## src/sv/onewire_master_slot_timer_assert.svh

```systemverilog
// ----------------------------------------------------------------------------
// onewire_master_slot_timer_assert.svh
// Assertion macros for the one-wire slot timer, clocked by i_clk and
// disabled while i_rst_n is low.
// ----------------------------------------------------------------------------
`ifndef ONEWIRE_MASTER_SLOT_TIMER_ASSERT_SVH
`define ONEWIRE_MASTER_SLOT_TIMER_ASSERT_SVH

// Check that a condition implies another in the same cycle
`define OWMST_ASSERT_SAME(lbl, ante, cons) \
    lbl: assert property (@(posedge i_clk) disable iff (!i_rst_n) (ante) |-> (cons)) \
        else $error("owmst check failed in the same cycle");

// Check that a condition implies another in the next cycle
`define OWMST_ASSERT_NEXT(lbl, ante, cons) \
    lbl: assert property (@(posedge i_clk) disable iff (!i_rst_n) (ante) |=> (cons)) \
        else $error("owmst check failed in the next cycle");

`endif

```

## src/sv/owmst_pkg.sv

```systemverilog
`timescale 1ns / 1ps
// ----------------------------------------------------------------------------
// owmst_pkg
// Shared types and codes of the one-wire bus master slot timer.
// ----------------------------------------------------------------------------
package owmst_pkg;

    // Configuration register file
    localparam int CFG_W     = 10;
    localparam int IDX_W     = 4;
    localparam int NUM_REGS  = 8;

    // Register indexes
    localparam logic [IDX_W-1:0] REG_RESET_LOW     = 4'd0;
    localparam logic [IDX_W-1:0] REG_PRESENCE_SMP  = 4'd1;
    localparam logic [IDX_W-1:0] REG_RESET_TAIL    = 4'd2;
    localparam logic [IDX_W-1:0] REG_SHORT_LOW     = 4'd3;
    localparam logic [IDX_W-1:0] REG_READ_SMP      = 4'd4;
    localparam logic [IDX_W-1:0] REG_READ_TAIL     = 4'd5;
    localparam logic [IDX_W-1:0] REG_WRITE0_LOW    = 4'd6;
    localparam logic [IDX_W-1:0] REG_WRITE_SLOT    = 4'd7;

    // Reset values of the registers, in ticks
    localparam logic [CFG_W-1:0] RST_RESET_LOW    = 10'd480;
    localparam logic [CFG_W-1:0] RST_PRESENCE_SMP = 10'd70;
    localparam logic [CFG_W-1:0] RST_RESET_TAIL   = 10'd410;
    localparam logic [CFG_W-1:0] RST_SHORT_LOW    = 10'd6;
    localparam logic [CFG_W-1:0] RST_READ_SMP     = 10'd6;
    localparam logic [CFG_W-1:0] RST_READ_TAIL    = 10'd55;
    localparam logic [CFG_W-1:0] RST_WRITE0_LOW   = 10'd60;
    localparam logic [CFG_W-1:0] RST_WRITE_SLOT   = 10'd70;

    // Command codes on the mode field
    localparam logic [1:0] MODE_TICK  = 2'd0;
    localparam logic [1:0] MODE_RESET = 2'd1;
    localparam logic [1:0] MODE_READ  = 2'd2;
    localparam logic [1:0] MODE_WRITE = 2'd3;

    // One tick request
    typedef struct packed {
        logic [1:0] mode;
        logic       write_value;
        logic       line_level;
    } t_item;

    // One tick result
    typedef struct packed {
        logic drive_low;
        logic busy_res;
        logic done_res;
        logic read_value;
        logic reset_failed;
    } t_result;

endpackage

```

## src/sv/owmst_cfg.sv

```systemverilog
`timescale 1ns / 1ps
// ----------------------------------------------------------------------------
// owmst_cfg
// Duration register file. Values are stored already clamped to the
// counter range: zero becomes one tick, large values saturate.
// ----------------------------------------------------------------------------
module owmst_cfg #(
    parameter int COUNT_WIDTH = 10
) (
    input  logic                            i_clk,
    input  logic                            i_rst_n,
    input  logic                            i_wr,
    input  logic [owmst_pkg::IDX_W-1:0]     i_index,
    input  logic [owmst_pkg::CFG_W-1:0]     i_data,
    output logic [COUNT_WIDTH-1:0]          o_dur [owmst_pkg::NUM_REGS]
);

    localparam int WIDE_W = 17;
    localparam logic [WIDE_W-1:0] MAX_CNT = WIDE_W'((1 << COUNT_WIDTH) - 1);

    logic [COUNT_WIDTH-1:0] r_dur [owmst_pkg::NUM_REGS];
    logic [COUNT_WIDTH-1:0] n_val;

    // Clamp a written duration to [1, counter max]
    function automatic logic [COUNT_WIDTH-1:0] clamp(input logic [owmst_pkg::CFG_W-1:0] v);
        logic [WIDE_W-1:0] w;
        w = WIDE_W'(v);
        if (w == '0) begin
            w = WIDE_W'(1);
        end
        if (w > MAX_CNT) begin
            w = MAX_CNT;
        end
        return w[COUNT_WIDTH-1:0];
    endfunction

    assign n_val = clamp(i_data);

    // Hold durations, load on a write request
    always_ff @(posedge i_clk) begin
        if (!i_rst_n) begin
            r_dur[0] <= clamp(owmst_pkg::RST_RESET_LOW);
            r_dur[1] <= clamp(owmst_pkg::RST_PRESENCE_SMP);
            r_dur[2] <= clamp(owmst_pkg::RST_RESET_TAIL);
            r_dur[3] <= clamp(owmst_pkg::RST_SHORT_LOW);
            r_dur[4] <= clamp(owmst_pkg::RST_READ_SMP);
            r_dur[5] <= clamp(owmst_pkg::RST_READ_TAIL);
            r_dur[6] <= clamp(owmst_pkg::RST_WRITE0_LOW);
            r_dur[7] <= clamp(owmst_pkg::RST_WRITE_SLOT);
        end else if (i_wr) begin
            unique case (i_index)
                owmst_pkg::REG_RESET_LOW:    r_dur[0] <= n_val;
                owmst_pkg::REG_PRESENCE_SMP: r_dur[1] <= n_val;
                owmst_pkg::REG_RESET_TAIL:   r_dur[2] <= n_val;
                owmst_pkg::REG_SHORT_LOW:    r_dur[3] <= n_val;
                owmst_pkg::REG_READ_SMP:     r_dur[4] <= n_val;
                owmst_pkg::REG_READ_TAIL:    r_dur[5] <= n_val;
                owmst_pkg::REG_WRITE0_LOW:   r_dur[6] <= n_val;
                owmst_pkg::REG_WRITE_SLOT:   r_dur[7] <= n_val;
                default: ;
            endcase
        end
    end

    assign o_dur = r_dur;

endmodule

```

## src/sv/owmst_core.sv

```systemverilog
`timescale 1ns / 1ps
// ----------------------------------------------------------------------------
// owmst_core
// Slot sequencer: phase, tick counter and sample stores. Computes one tick
// result from the registered request and advances the state on i_en.
// ----------------------------------------------------------------------------
module owmst_core #(
    parameter int COUNT_WIDTH = 10
) (
    input  logic                        i_clk,
    input  logic                        i_rst_n,
    input  logic                        i_en,
    input  owmst_pkg::t_item            i_item,
    input  logic [COUNT_WIDTH-1:0]      i_dur [owmst_pkg::NUM_REGS],
    output owmst_pkg::t_result          o_res
);

    typedef enum logic [1:0] {
        PH_IDLE,
        PH_LOW,
        PH_WAIT,
        PH_TAIL
    } t_phase;

    t_phase                 r_phase, n_phase;
    logic [COUNT_WIDTH-1:0] r_count, n_count;
    logic [1:0]             r_kind,  n_kind;
    logic                   r_bit,   n_bit;
    logic                   r_pres,  n_pres;
    logic                   r_rdbit, n_rdbit;
    logic                   r_fail,  n_fail;

    logic [COUNT_WIDTH-1:0] cnt_inc;
    logic [COUNT_WIDTH-1:0] len;
    logic                   wr_bit;
    logic [COUNT_WIDTH-1:0] wr_low;
    logic [COUNT_WIDTH-1:0] wr_rec;
    logic                   drive;
    logic                   busy;
    logic                   done;

    // Bit of the write slot: the new command's bit on a start, else the held one
    assign wr_bit = (r_phase == PH_IDLE && i_item.mode != owmst_pkg::MODE_TICK) ?
                    i_item.write_value : r_bit;

    // Write recovery: slot minus low time, at least one tick
    assign wr_low = wr_bit ? i_dur[3] : i_dur[6];
    assign wr_rec = (i_dur[7] > wr_low) ? (i_dur[7] - wr_low) : COUNT_WIDTH'(1);

    // Start a command when idle, then step the current phase
    always_comb begin
        n_phase = r_phase;
        n_count = r_count;
        n_kind  = r_kind;
        n_bit   = r_bit;
        n_pres  = r_pres;
        n_rdbit = r_rdbit;
        n_fail  = r_fail;
        drive   = 1'b0;
        busy    = 1'b0;
        done    = 1'b0;
        len     = i_dur[0];
        cnt_inc = '0;

        if (r_phase == PH_IDLE && i_item.mode != owmst_pkg::MODE_TICK) begin
            n_kind  = i_item.mode;
            n_bit   = i_item.write_value;
            n_phase = PH_LOW;
            n_count = '0;
        end

        if (n_phase != PH_IDLE) begin
            busy    = 1'b1;
            cnt_inc = n_count + COUNT_WIDTH'(1);
            n_count = cnt_inc;
            unique case (n_phase)
                PH_LOW: begin
                    drive = 1'b1;
                    if (n_kind == owmst_pkg::MODE_RESET) begin
                        len = i_dur[0];
                    end else if (n_kind == owmst_pkg::MODE_READ) begin
                        len = i_dur[3];
                    end else begin
                        len = wr_low;
                    end
                    if (cnt_inc >= len) begin
                        n_phase = (n_kind == owmst_pkg::MODE_WRITE) ? PH_TAIL : PH_WAIT;
                        n_count = '0;
                    end
                end
                PH_WAIT: begin
                    len = (n_kind == owmst_pkg::MODE_RESET) ? i_dur[1] : i_dur[4];
                    if (cnt_inc >= len) begin
                        if (n_kind == owmst_pkg::MODE_RESET) begin
                            n_pres = i_item.line_level;
                        end else begin
                            n_rdbit = i_item.line_level;
                        end
                        n_phase = PH_TAIL;
                        n_count = '0;
                    end
                end
                default: begin
                    if (n_kind == owmst_pkg::MODE_RESET) begin
                        len = i_dur[2];
                    end else if (n_kind == owmst_pkg::MODE_READ) begin
                        len = i_dur[5];
                    end else begin
                        len = wr_rec;
                    end
                    if (cnt_inc >= len) begin
                        if (n_kind == owmst_pkg::MODE_RESET) begin
                            n_fail = n_pres | ~i_item.line_level;
                        end
                        done    = 1'b1;
                        n_phase = PH_IDLE;
                        n_count = '0;
                    end
                end
            endcase
        end
    end

    // Advance state on an accepted tick
    always_ff @(posedge i_clk) begin
        if (!i_rst_n) begin
            r_phase <= PH_IDLE;
            r_count <= '0;
            r_kind  <= '0;
            r_bit   <= 1'b0;
            r_pres  <= 1'b0;
            r_rdbit <= 1'b0;
            r_fail  <= 1'b0;
        end else if (i_en) begin
            r_phase <= n_phase;
            r_count <= n_count;
            r_kind  <= n_kind;
            r_bit   <= n_bit;
            r_pres  <= n_pres;
            r_rdbit <= n_rdbit;
            r_fail  <= n_fail;
        end
    end

    assign o_res.drive_low    = drive;
    assign o_res.busy_res     = busy;
    assign o_res.done_res     = done;
    assign o_res.read_value   = n_rdbit;
    assign o_res.reset_failed = n_fail;

endmodule

```

## src/sv/onewire_master_slot_timer.sv

```systemverilog
`timescale 1ns / 1ps
// ----------------------------------------------------------------------------
// onewire_master_slot_timer
// One-wire bus master slot timer: reset pulse, read slot and write slot
// sequencing, one request per microsecond tick.
// ----------------------------------------------------------------------------
// Usage:
//   Send one request per bus tick on the input channel (mode, write_value,
//   line_level). A nonzero mode starts a reset, read or write while idle;
//   commands given during an operation are ignored. Each request gives one
//   result: drive_low for the open-drain pin, busy, a done pulse on the last
//   tick, the last read bit and the last reset-failure flag.
//   A result passes through the input register, then the result register,
//   before it is offered. Throughput: one request per cycle while the
//   receiver keeps ready high; the sequencer step is a single compare
//   against the selected duration between those two registers.
//   Stall: when the receiver holds ready low, the result register holds;
//   in_ready drops in the same cycle once the input register is full, and
//   an empty input register still takes one request first.
//   Durations are to be written on the config channel while idle (the block
//   itself does not enforce this); ready is always high there and indexes
//   beyond the register list are dropped. Reset: the sequencer goes idle,
//   stores clear and durations return to their default tick counts.
// ----------------------------------------------------------------------------
module onewire_master_slot_timer #(
    parameter int COUNT_WIDTH = 10
) (
    input  logic                            i_clk,
    input  logic                            i_rst_n,
    // request channel
    input  logic                            i_in_valid,
    output logic                            o_in_ready,
    input  logic [1:0]                      i_mode,
    input  logic                            i_write_value,
    input  logic                            i_line_level,
    // result channel
    output logic                            o_out_valid,
    input  logic                            i_out_ready,
    output logic                            o_drive_low,
    output logic                            o_busy_res,
    output logic                            o_done_res,
    output logic                            o_read_value,
    output logic                            o_reset_failed,
    // configuration channel
    input  logic                            i_cfg_valid,
    output logic                            o_cfg_ready,
    input  logic [owmst_pkg::IDX_W-1:0]     i_cfg_index,
    input  logic [owmst_pkg::CFG_W-1:0]     i_cfg_data
);

    logic                   r_in_valid;
    owmst_pkg::t_item       r_in;
    logic                   r_out_valid;
    owmst_pkg::t_result     r_out;
    owmst_pkg::t_result     step_res;
    logic                   adv;
    logic [COUNT_WIDTH-1:0] dur [owmst_pkg::NUM_REGS];

    // Step when a request is held and the result slot frees up
    assign adv        = r_in_valid && (!r_out_valid || i_out_ready);
    assign o_in_ready = !r_in_valid || adv;
    assign o_cfg_ready = 1'b1;

    owmst_cfg #(
        .COUNT_WIDTH (COUNT_WIDTH)
    ) u_cfg (
        .i_clk   (i_clk),
        .i_rst_n (i_rst_n),
        .i_wr    (i_cfg_valid),
        .i_index (i_cfg_index),
        .i_data  (i_cfg_data),
        .o_dur   (dur)
    );

    owmst_core #(
        .COUNT_WIDTH (COUNT_WIDTH)
    ) u_core (
        .i_clk   (i_clk),
        .i_rst_n (i_rst_n),
        .i_en    (adv),
        .i_item  (r_in),
        .i_dur   (dur),
        .o_res   (step_res)
    );

    // Capture a request into the input register
    always_ff @(posedge i_clk) begin
        if (!i_rst_n) begin
            r_in_valid <= 1'b0;
        end else if (o_in_ready) begin
            r_in_valid <= i_in_valid;
        end
    end

    always_ff @(posedge i_clk) begin
        if (o_in_ready && i_in_valid) begin
            r_in.mode        <= i_mode;
            r_in.write_value <= i_write_value;
            r_in.line_level  <= i_line_level;
        end
    end

    // Load the result register, drop it once taken
    always_ff @(posedge i_clk) begin
        if (!i_rst_n) begin
            r_out_valid <= 1'b0;
        end else if (adv) begin
            r_out_valid <= 1'b1;
        end else if (i_out_ready) begin
            r_out_valid <= 1'b0;
        end
    end

    always_ff @(posedge i_clk) begin
        if (adv) begin
            r_out <= step_res;
        end
    end

    assign o_out_valid    = r_out_valid;
    assign o_drive_low    = r_out.drive_low;
    assign o_busy_res     = r_out.busy_res;
    assign o_done_res     = r_out.done_res;
    assign o_read_value   = r_out.read_value;
    assign o_reset_failed = r_out.reset_failed;

    // Checks
    `include "onewire_master_slot_timer_assert.svh"

    `OWMST_ASSERT_NEXT(a_adv_fills_out, adv, r_out_valid)
    `OWMST_ASSERT_SAME(a_done_is_busy, r_out_valid && r_out.done_res, r_out.busy_res)
    `OWMST_ASSERT_SAME(a_done_released, r_out_valid && r_out.done_res, !r_out.drive_low)
    `OWMST_ASSERT_SAME(a_drive_is_busy, r_out_valid && r_out.drive_low, r_out.busy_res)

endmodule
```

## config.mk

```make
export PLATFORM = sky130hd
export DESIGN_NAME = onewire_master_slot_timer
export DESIGN_NICKNAME = d
export VERILOG_FILES = /design/src/sv/owmst_pkg.sv /design/src/sv/owmst_cfg.sv /design/src/sv/owmst_core.sv /design/src/sv/onewire_master_slot_timer.sv
export VERILOG_INCLUDE_DIRS = /design/src /design/src/sv
export SDC_FILE = /design/constraint.sdc
export NUM_CORES = 1
export LEC_CHECK = 0
export BUFFER_PORTS_ARGS = -buffer_cell sky130_fd_sc_hd__clkbuf_2
export CAP_MARGIN = 25
export CELL_PAD_IN_SITES_DETAIL_PLACEMENT = 0
export CELL_PAD_IN_SITES_GLOBAL_PLACEMENT = 1
export CORE_ASPECT_RATIO = 1.4
export CORE_UTILIZATION = 30
export DETAILED_ROUTE_END_ITERATION = 8
export MAX_ROUTING_LAYER = met4
export PLACE_DENSITY_LB_ADDON = 0.1
export SLEW_MARGIN = 40
export SYNTH_ARGS = -nofsm -noshare
export SYNTH_HDL_FRONTEND = slang
export SYNTH_SLANG_ARGS = --single-unit
```

## constraint.sdc

```tcl
create_clock -name i_clk -period 5.8 [get_ports i_clk]
set_input_delay 1.16 -clock i_clk [delete_from_list [all_inputs] [get_ports i_clk]]
set_output_delay 1.16 -clock i_clk [all_outputs]
set_load 0.01 [all_outputs]
```

* After elaboration in Yosys (flattened, before gate mapping)
Index checks and enable logic that the tools add are counted.
Operators by class: add/sub/neg operators 2, order comparisons 5, equal/unequal tests 12, multiplexer cells 41, bitwise operators 3, reductions and logical operators 24
Operator list (number):
- $mux W10 | 18
- $ge A10 B10 Y1 | 3
- $pmux W10 S2 | 1
- $eq A4 B3 Y1 const B | 4
- $reduce_and A2 Y1 | 8
- $mux W1 | 15
- $mux W2 | 6
- $add A10 B1 Y10 const B | 1
- $gt A10 B10 Y1 | 1
- $gt A10 B10 Y1 const B | 1
- $logic_not A10 Y1 | 1
- $sub A10 B10 Y10 | 1
- $eq A4 B2 Y1 const B | 2
- $eq A2 B2 Y1 const B | 3
- $reduce_bool A2 Y1 | 3
- $reduce_and A5 Y1 | 1
- $eq A2 B1 Y1 const B | 2
- $eq A4 B1 Y1 const B | 1
- $logic_not A4 Y1 | 1
- $pmux W2 S2 | 1
- $logic_and A1 B1 Y1 | 3
- $reduce_or A3 Y1 | 1
- $logic_not A1 Y1 | 2
- $logic_not A2 Y1 | 1
- other kinds (4) | 6
Word-level totals: flip-flop bits (word level) 109, bits of input ports 23, output and inout bits 8, word-level logic and storage cells 112

* Logic depth before layout (Yosys ltp)
depth in word-level cells 14, depth in mapped cells 24, gate-level depth less buffers 20

* Cells and area by module
From an unflattened synthesis, not the netlist that was laid out.
Second synthesis, totals: cell total of the unflattened synthesis 727, area, all modules 6324.8 µm²
By module, submodules not included:
- owmst_cfg | times used 1, cells each 378, area an instance 3175.5 µm², sequential area each 1601.5 µm²
- owmst_core | times used 1, cells each 329, area an instance 2763.9 µm², sequential area each 360.3 µm²
- onewire_master_slot_timer | times used 1, cells each 20, area an instance 385.4 µm², sequential area each 310.3 µm²

* Worst setup path before layout
OpenSTA, ideal clock, no wires.
path kind register to register, from register u_core.r_phase[0], to register r_out, in the netlist o_reset_failed (data pin), library setup time 0.260 ns, data arrival time 4.470 ns, data required time 5.540 ns, path slack 1.070 ns, cell stages (with the launch flop) 24, path buffers 3, clock period less this slack 4.730 ns, path through dfxtp_1 > buf_4 > nor2_2 > o21a_1 > buf_4 > mux2i_4 > buf_6 > mux2_2 > ha_1 > inv_1 > fa_1 > a211oi_1 > nor3_1 > o211ai_1 > a211o_4 > a2111oi_2 > a221oi_1 > ha_1 > a21oi_1 > nand2_1 > a31oi_1 > a21oi_1 > nand2_1 > mux2_2
On the way: word-level cells in the longest chain between the ends 14, elaborated cells between the ends (all ways) 26, those cells by class add/sub: 2; order compare: 2; eq/ne: 4; mux: 14; reduce/logical: 4
RTL lines:
- start, declared | line owmst_core.sv:25 | t_phase r_phase, n_phase;
- start signal, assigned | line owmst_core.sv:135 | r_phase <= n_phase;
- $logic_not A2 Y1 | line owmst_core.sv:43, owmst_core.sv:65
- $logic_and A1 B1 Y1 | line owmst_core.sv:43, owmst_core.sv:65
- $mux W1
- $mux W10 | line owmst_core.sv:47 | assign wr_low = wr_bit ? i_dur[3] : i_dur[6];
- $sub A10 B10 Y10 or $gt A10 B10 Y1 (tied branches) | line owmst_core.sv:48 | assign wr_rec = (i_dur[7] > wr_low) ? (i_dur[7] - wr_low) : COUNT_WIDTH'(1);
- $mux W10 | line owmst_core.sv:48
- $mux W10 | line owmst_core.sv:106 | end else if (n_kind == owmst_pkg::MODE_READ) begin
- $mux W10 | line owmst_core.sv:104 | if (n_kind == owmst_pkg::MODE_RESET) begin
- $mux W10 | line owmst_core.sv:76 | unique case (n_phase)
- $mux W10 | line owmst_core.sv:72 | if (n_phase != PH_IDLE) begin
- $ge A10 B10 Y1 | line owmst_core.sv:111 | if (cnt_inc >= len) begin
- $mux W1 | line owmst_core.sv:111
- $mux W1 | line owmst_core.sv:76
- $mux W1 (*) | line owmst_core.sv:72
- named net u_core.n_fail | line owmst_core.sv:31 | logic r_fail, n_fail;
- end signal, assigned | line onewire_master_slot_timer.sv:116 | r_out <= step_res;
- end, declared | line onewire_master_slot_timer.sv:54 | owmst_pkg::t_result r_out;
Mark *: on every way through the listed nets, which the timed path passes. The rest lies on a longest branch. The select of a mux whose other input is x is not followed. A chain may end at the register's enable or synchronous reset.

* Worst setup path after layout
Ends and elaborated chain as after synthesis.

==> results.sh <==
export IMPL_synth_area_leader_cell="dfxtp_1"
export IMPL_placed_area_um2=6600
export IMPL_grt_usage_pct=19.8
export IMPL_skew_ns=0.00755
export IMPL_maxCapViolations=0
export IMPL_outcome="finished clean"
export IMPL_fin_crit_ns=5.26
export IMPL_finalMaxSlewViolations=0
export IMPL_clk_root_buffer_cell="clkbuf_16"
export IMPL_cts_max_path_buffers=2
export IMPL_syn_area_um2=6240
export IMPL_cts_buffers=9
export IMPL_drc=0
export IMPL_portBuffers=29
export IMPL_arrival_ns=5.38
export IMPL_end_kind="flip-flop"
export IMPL_place_congestion=0.859
export IMPL_synth_edf_count=9
export IMPL_fillCellCount=2176
export IMPL_antenna_found_initial=0
export IMPL_critPathTopFamily="compound AO/OA/AOI/OAI gates"
export IMPL_grtUsageMet3_pct=2.41
export IMPL_fin_crit_sh_pct=90.7
export IMPL_ys_types=70
export IMPL_cts_tree="built"
export IMPL_required_ns=5.91
export IMPL_start_util_pct=30.5
export IMPL_synth_area_leaders="dfxtp_1, nand2_1, ha_1, mux2i_1, edfxtp_1"
export IMPL_wire_per_inst_um=19.9
export IMPL_postRouteAntennaNets=0
export IMPL_core_area_um2=20500
export IMPL_syn_nets=804
export IMPL_dp_cells=983
export IMPL_antennaDiodeCount=0
export IMPL_holdWs_ns=0.470
export IMPL_drive_above_1_share_pct=11.3
export IMPL_grt_pass1_wl_um=30200
export IMPL_clock_sinks=109
export IMPL_via_per_inst=5.28
export IMPL_firstDrtPassIters=8
export IMPL_tightest_slew_ns=0.840
export IMPL_vias=5289
export IMPL_hpwl_um=14700
export IMPL_worstSetupPathDepth=20
export IMPL_slowest_delay_ns=0.45
export IMPL_num_io_pins=31
export IMPL_ys_warn_count=0
export IMPL_hold_viol_final=0
export IMPL_cts_hold_fix_buffers=0
export IMPL_crit_chain="nor2_2 -> o21a_2 -> mux2i_4 -> buf_12 -> buf_4 -> mux2i_1 -> ha_1 -> a21oi_1 -> and2_1 -> a211oi_1 -> nor4_1 -> o21ai_1 -> a221oi_1 -> ha_1 -> a21oi_1 -> o21ai_0 -> a31oi_1 -> a21oi_1 -> nand2_1 -> mux2_2"
export IMPL_hp_class="flip-flop to flip-flop"
export IMPL_synthFlopType="dfxtp_1"
export IMPL_clk_pin_slew_ns=0.08
export IMPL_grt_pass1_vias=5119
export IMPL_layout_common_cells="nand2_1, dfxtp_1, ha_1, mux2i_1, a21boi_0"
export IMPL_layout_commonest_cell="nand2_1"
export IMPL_dieArea_um2=21400
export IMPL_grt_use_met2_pct=34.5
export IMPL_critPathKind="flip-flop to flip-flop"
export IMPL_postSynthCellCount=739
export IMPL_met1_usage_pct=23.5
export IMPL_crit_buf_inv=2
export IMPL_htree_num_levels=3
export IMPL_crit_path_max_fanout=12
export IMPL_rr_worst_depth=20
export IMPL_fin_nets=805
export IMPL_clock_latency_ns=0.36
export IMPL_final_area_um2=6930
export IMPL_setup_viol=0
export IMPL_area_delta_synth_final_pct=11.0
export IMPL_die_w_um=124
export IMPL_layout_cells_non_filler=1001
export IMPL_synth_top_cell_area_share_pct=32.1
export IMPL_timing_fmax_ghz=0.190
export IMPL_routed_wl_um=20000
export IMPL_irDropWorstVdd_uv=117
export IMPL_ys_seq_elements=109
export IMPL_cp_slowest_cell="dfxtp_1"
export IMPL_avgSynthCellArea_um2=8.45
export IMPL_fin_setup_tns_ns=0
export IMPL_cp_common_cell="a21oi_1"
export IMPL_slew_headroom_pct=43.8
export IMPL_total_power_mw=1.71
export IMPL_grt_overflow=0
export IMPL_grt_max_degree=64
export IMPL_power_density_nw_per_um2=246
export IMPL_die_h_um=173
export IMPL_drt_iter0_drc=314
export IMPL_ys_seq_area_share_pct=36.4
export IMPL_critPathLaunchType="flip-flop"
export IMPL_row_count=62
export IMPL_leakage_nw=2.79
export IMPL_grt_setup_unrepaired="false"
export IMPL_grt_most_used_layer="met2"
export IMPL_postSynth_asyncResetShare_pct=0
export IMPL_hold_path_depth=2
path summary, 6_finish.rpt:
check	from	slack, ns	endpoint
hold / removal	u_core.r_fail$_SDFFE_PN0P_	0.47	u_core.r_fail$_SDFFE_PN0P_
setup / recovery	u_core.r_phase[0]$_SDFFE_PN0P_	0.54	o_reset_failed$_DFFE_PP_
setup reg to reg	u_core.r_phase[0]$_SDFFE_PN0P_	0.54	o_reset_failed$_DFFE_PP_
hold reg to reg	u_core.r_fail$_SDFFE_PN0P_	0.47	u_core.r_fail$_SDFFE_PN0P_
layout make-up:
cell class | instances | area [um^2] | share of cell area [%]
clock buffer | 10 | 239 | 3.45
inverter | 7 | 26.3 | 0.379
multi-input combinational | 574 | 3790 | 54.6
timing repair buffer | 39 | 233 | 3.36
sequential | 109 | 2270 | 32.8
clock inverter | 6 | 53.8 | 0.776
tap | 256 | 320 | 4.62
worst register-to-register path: cells and delay by family, from the launching register on:
kind	cells	cell delay [ns]
AO/OA/AOI/OAI	9	1.72
adder cells (fa/ha/maj)	2	0.67
buffers and inverters	2	0.31
flip-flops	1	0.45
multiplexers	3	0.98
AND/OR/NAND/NOR	4	0.90
stage by stage:
stage               utilization (%)  setup WS (ns)
global route                   33.9          0.117
detailed placement             32.2          0.315
finish                         33.9          0.538
CTS                            33.7          0.292
global placement               32.0          0.352
floorplan                         -           1.07
power breakdown:
group | switching, mW | total (mW) | internal (mW) | leakage (nW)
logic | 0.184 | 0.293 | 0.110 | 1.75
registers | 0.0139 | 0.787 | 0.774 | 0.896
clock network | 0.315 | 0.627 | 0.313 | 0.147
total | 0.512 | 1.71 | 1.20 | 2.79
repair_timing:
| item | in CTS | in global routing |
|---|---|---|
| setup endpoints to repair | 0 | 1 |
| setup buffers | 0 | 2 |
| gates resized for setup | 0 | 1 |
| endpoints found under the hold margin | 0 | 0 |
state kept, by name, indices dropped and copies added (netlist names):
register        count
o_out_valid         1
o_reset_failed      1
u_core.r_kind       2
o_drive_low         1
u_cfg.o_dur        80
u_core.r_phase      2
o_read_value        1
u_core.r_count     10
o_done_res          1
u_core.r_pres       1
o_busy_res          1
r_in_valid          1
u_core.r_fail       1
u_core.r_rdbit      1
r_in                4
u_core.r_bit        1
routing by layer:
metal / share of wire [%] / up-vias
met4: 1.4 / 0
met3: 2.1 / 19
met1: 43 / 2559
li1: - / 2634
met5: 0 / -
met2: 53 / 77
cell families after synthesis:
logic type / count (synthesis) / synth area share [%]
other: 1 / 0.0601
buffers and inverters: 56 / 3.81
DFF: 109 / 36.4
AOI/OAI and AO/OA: 172 / 20.1
adders and majority gates: 42 / 8.54
xor gates and xnor gates: 13 / 1.82
muxes: 43 / 7.23
and+or+nand+nor: 303 / 22.1
Yosys cell counts (10+ instances only):
master,instances
dfxtp_1,100
nand2_1,169
mux2i_1,37
a21boi_0,35
clkbuf_1,38
nor2b_1,16
nand3_1,32
nand2b_1,11
ha_1,41
a21oi_1,25
nor2_1,32
o21ai_0,29
a32oi_1,10
o211a_1,10
(Power assumes the default switching activity.)
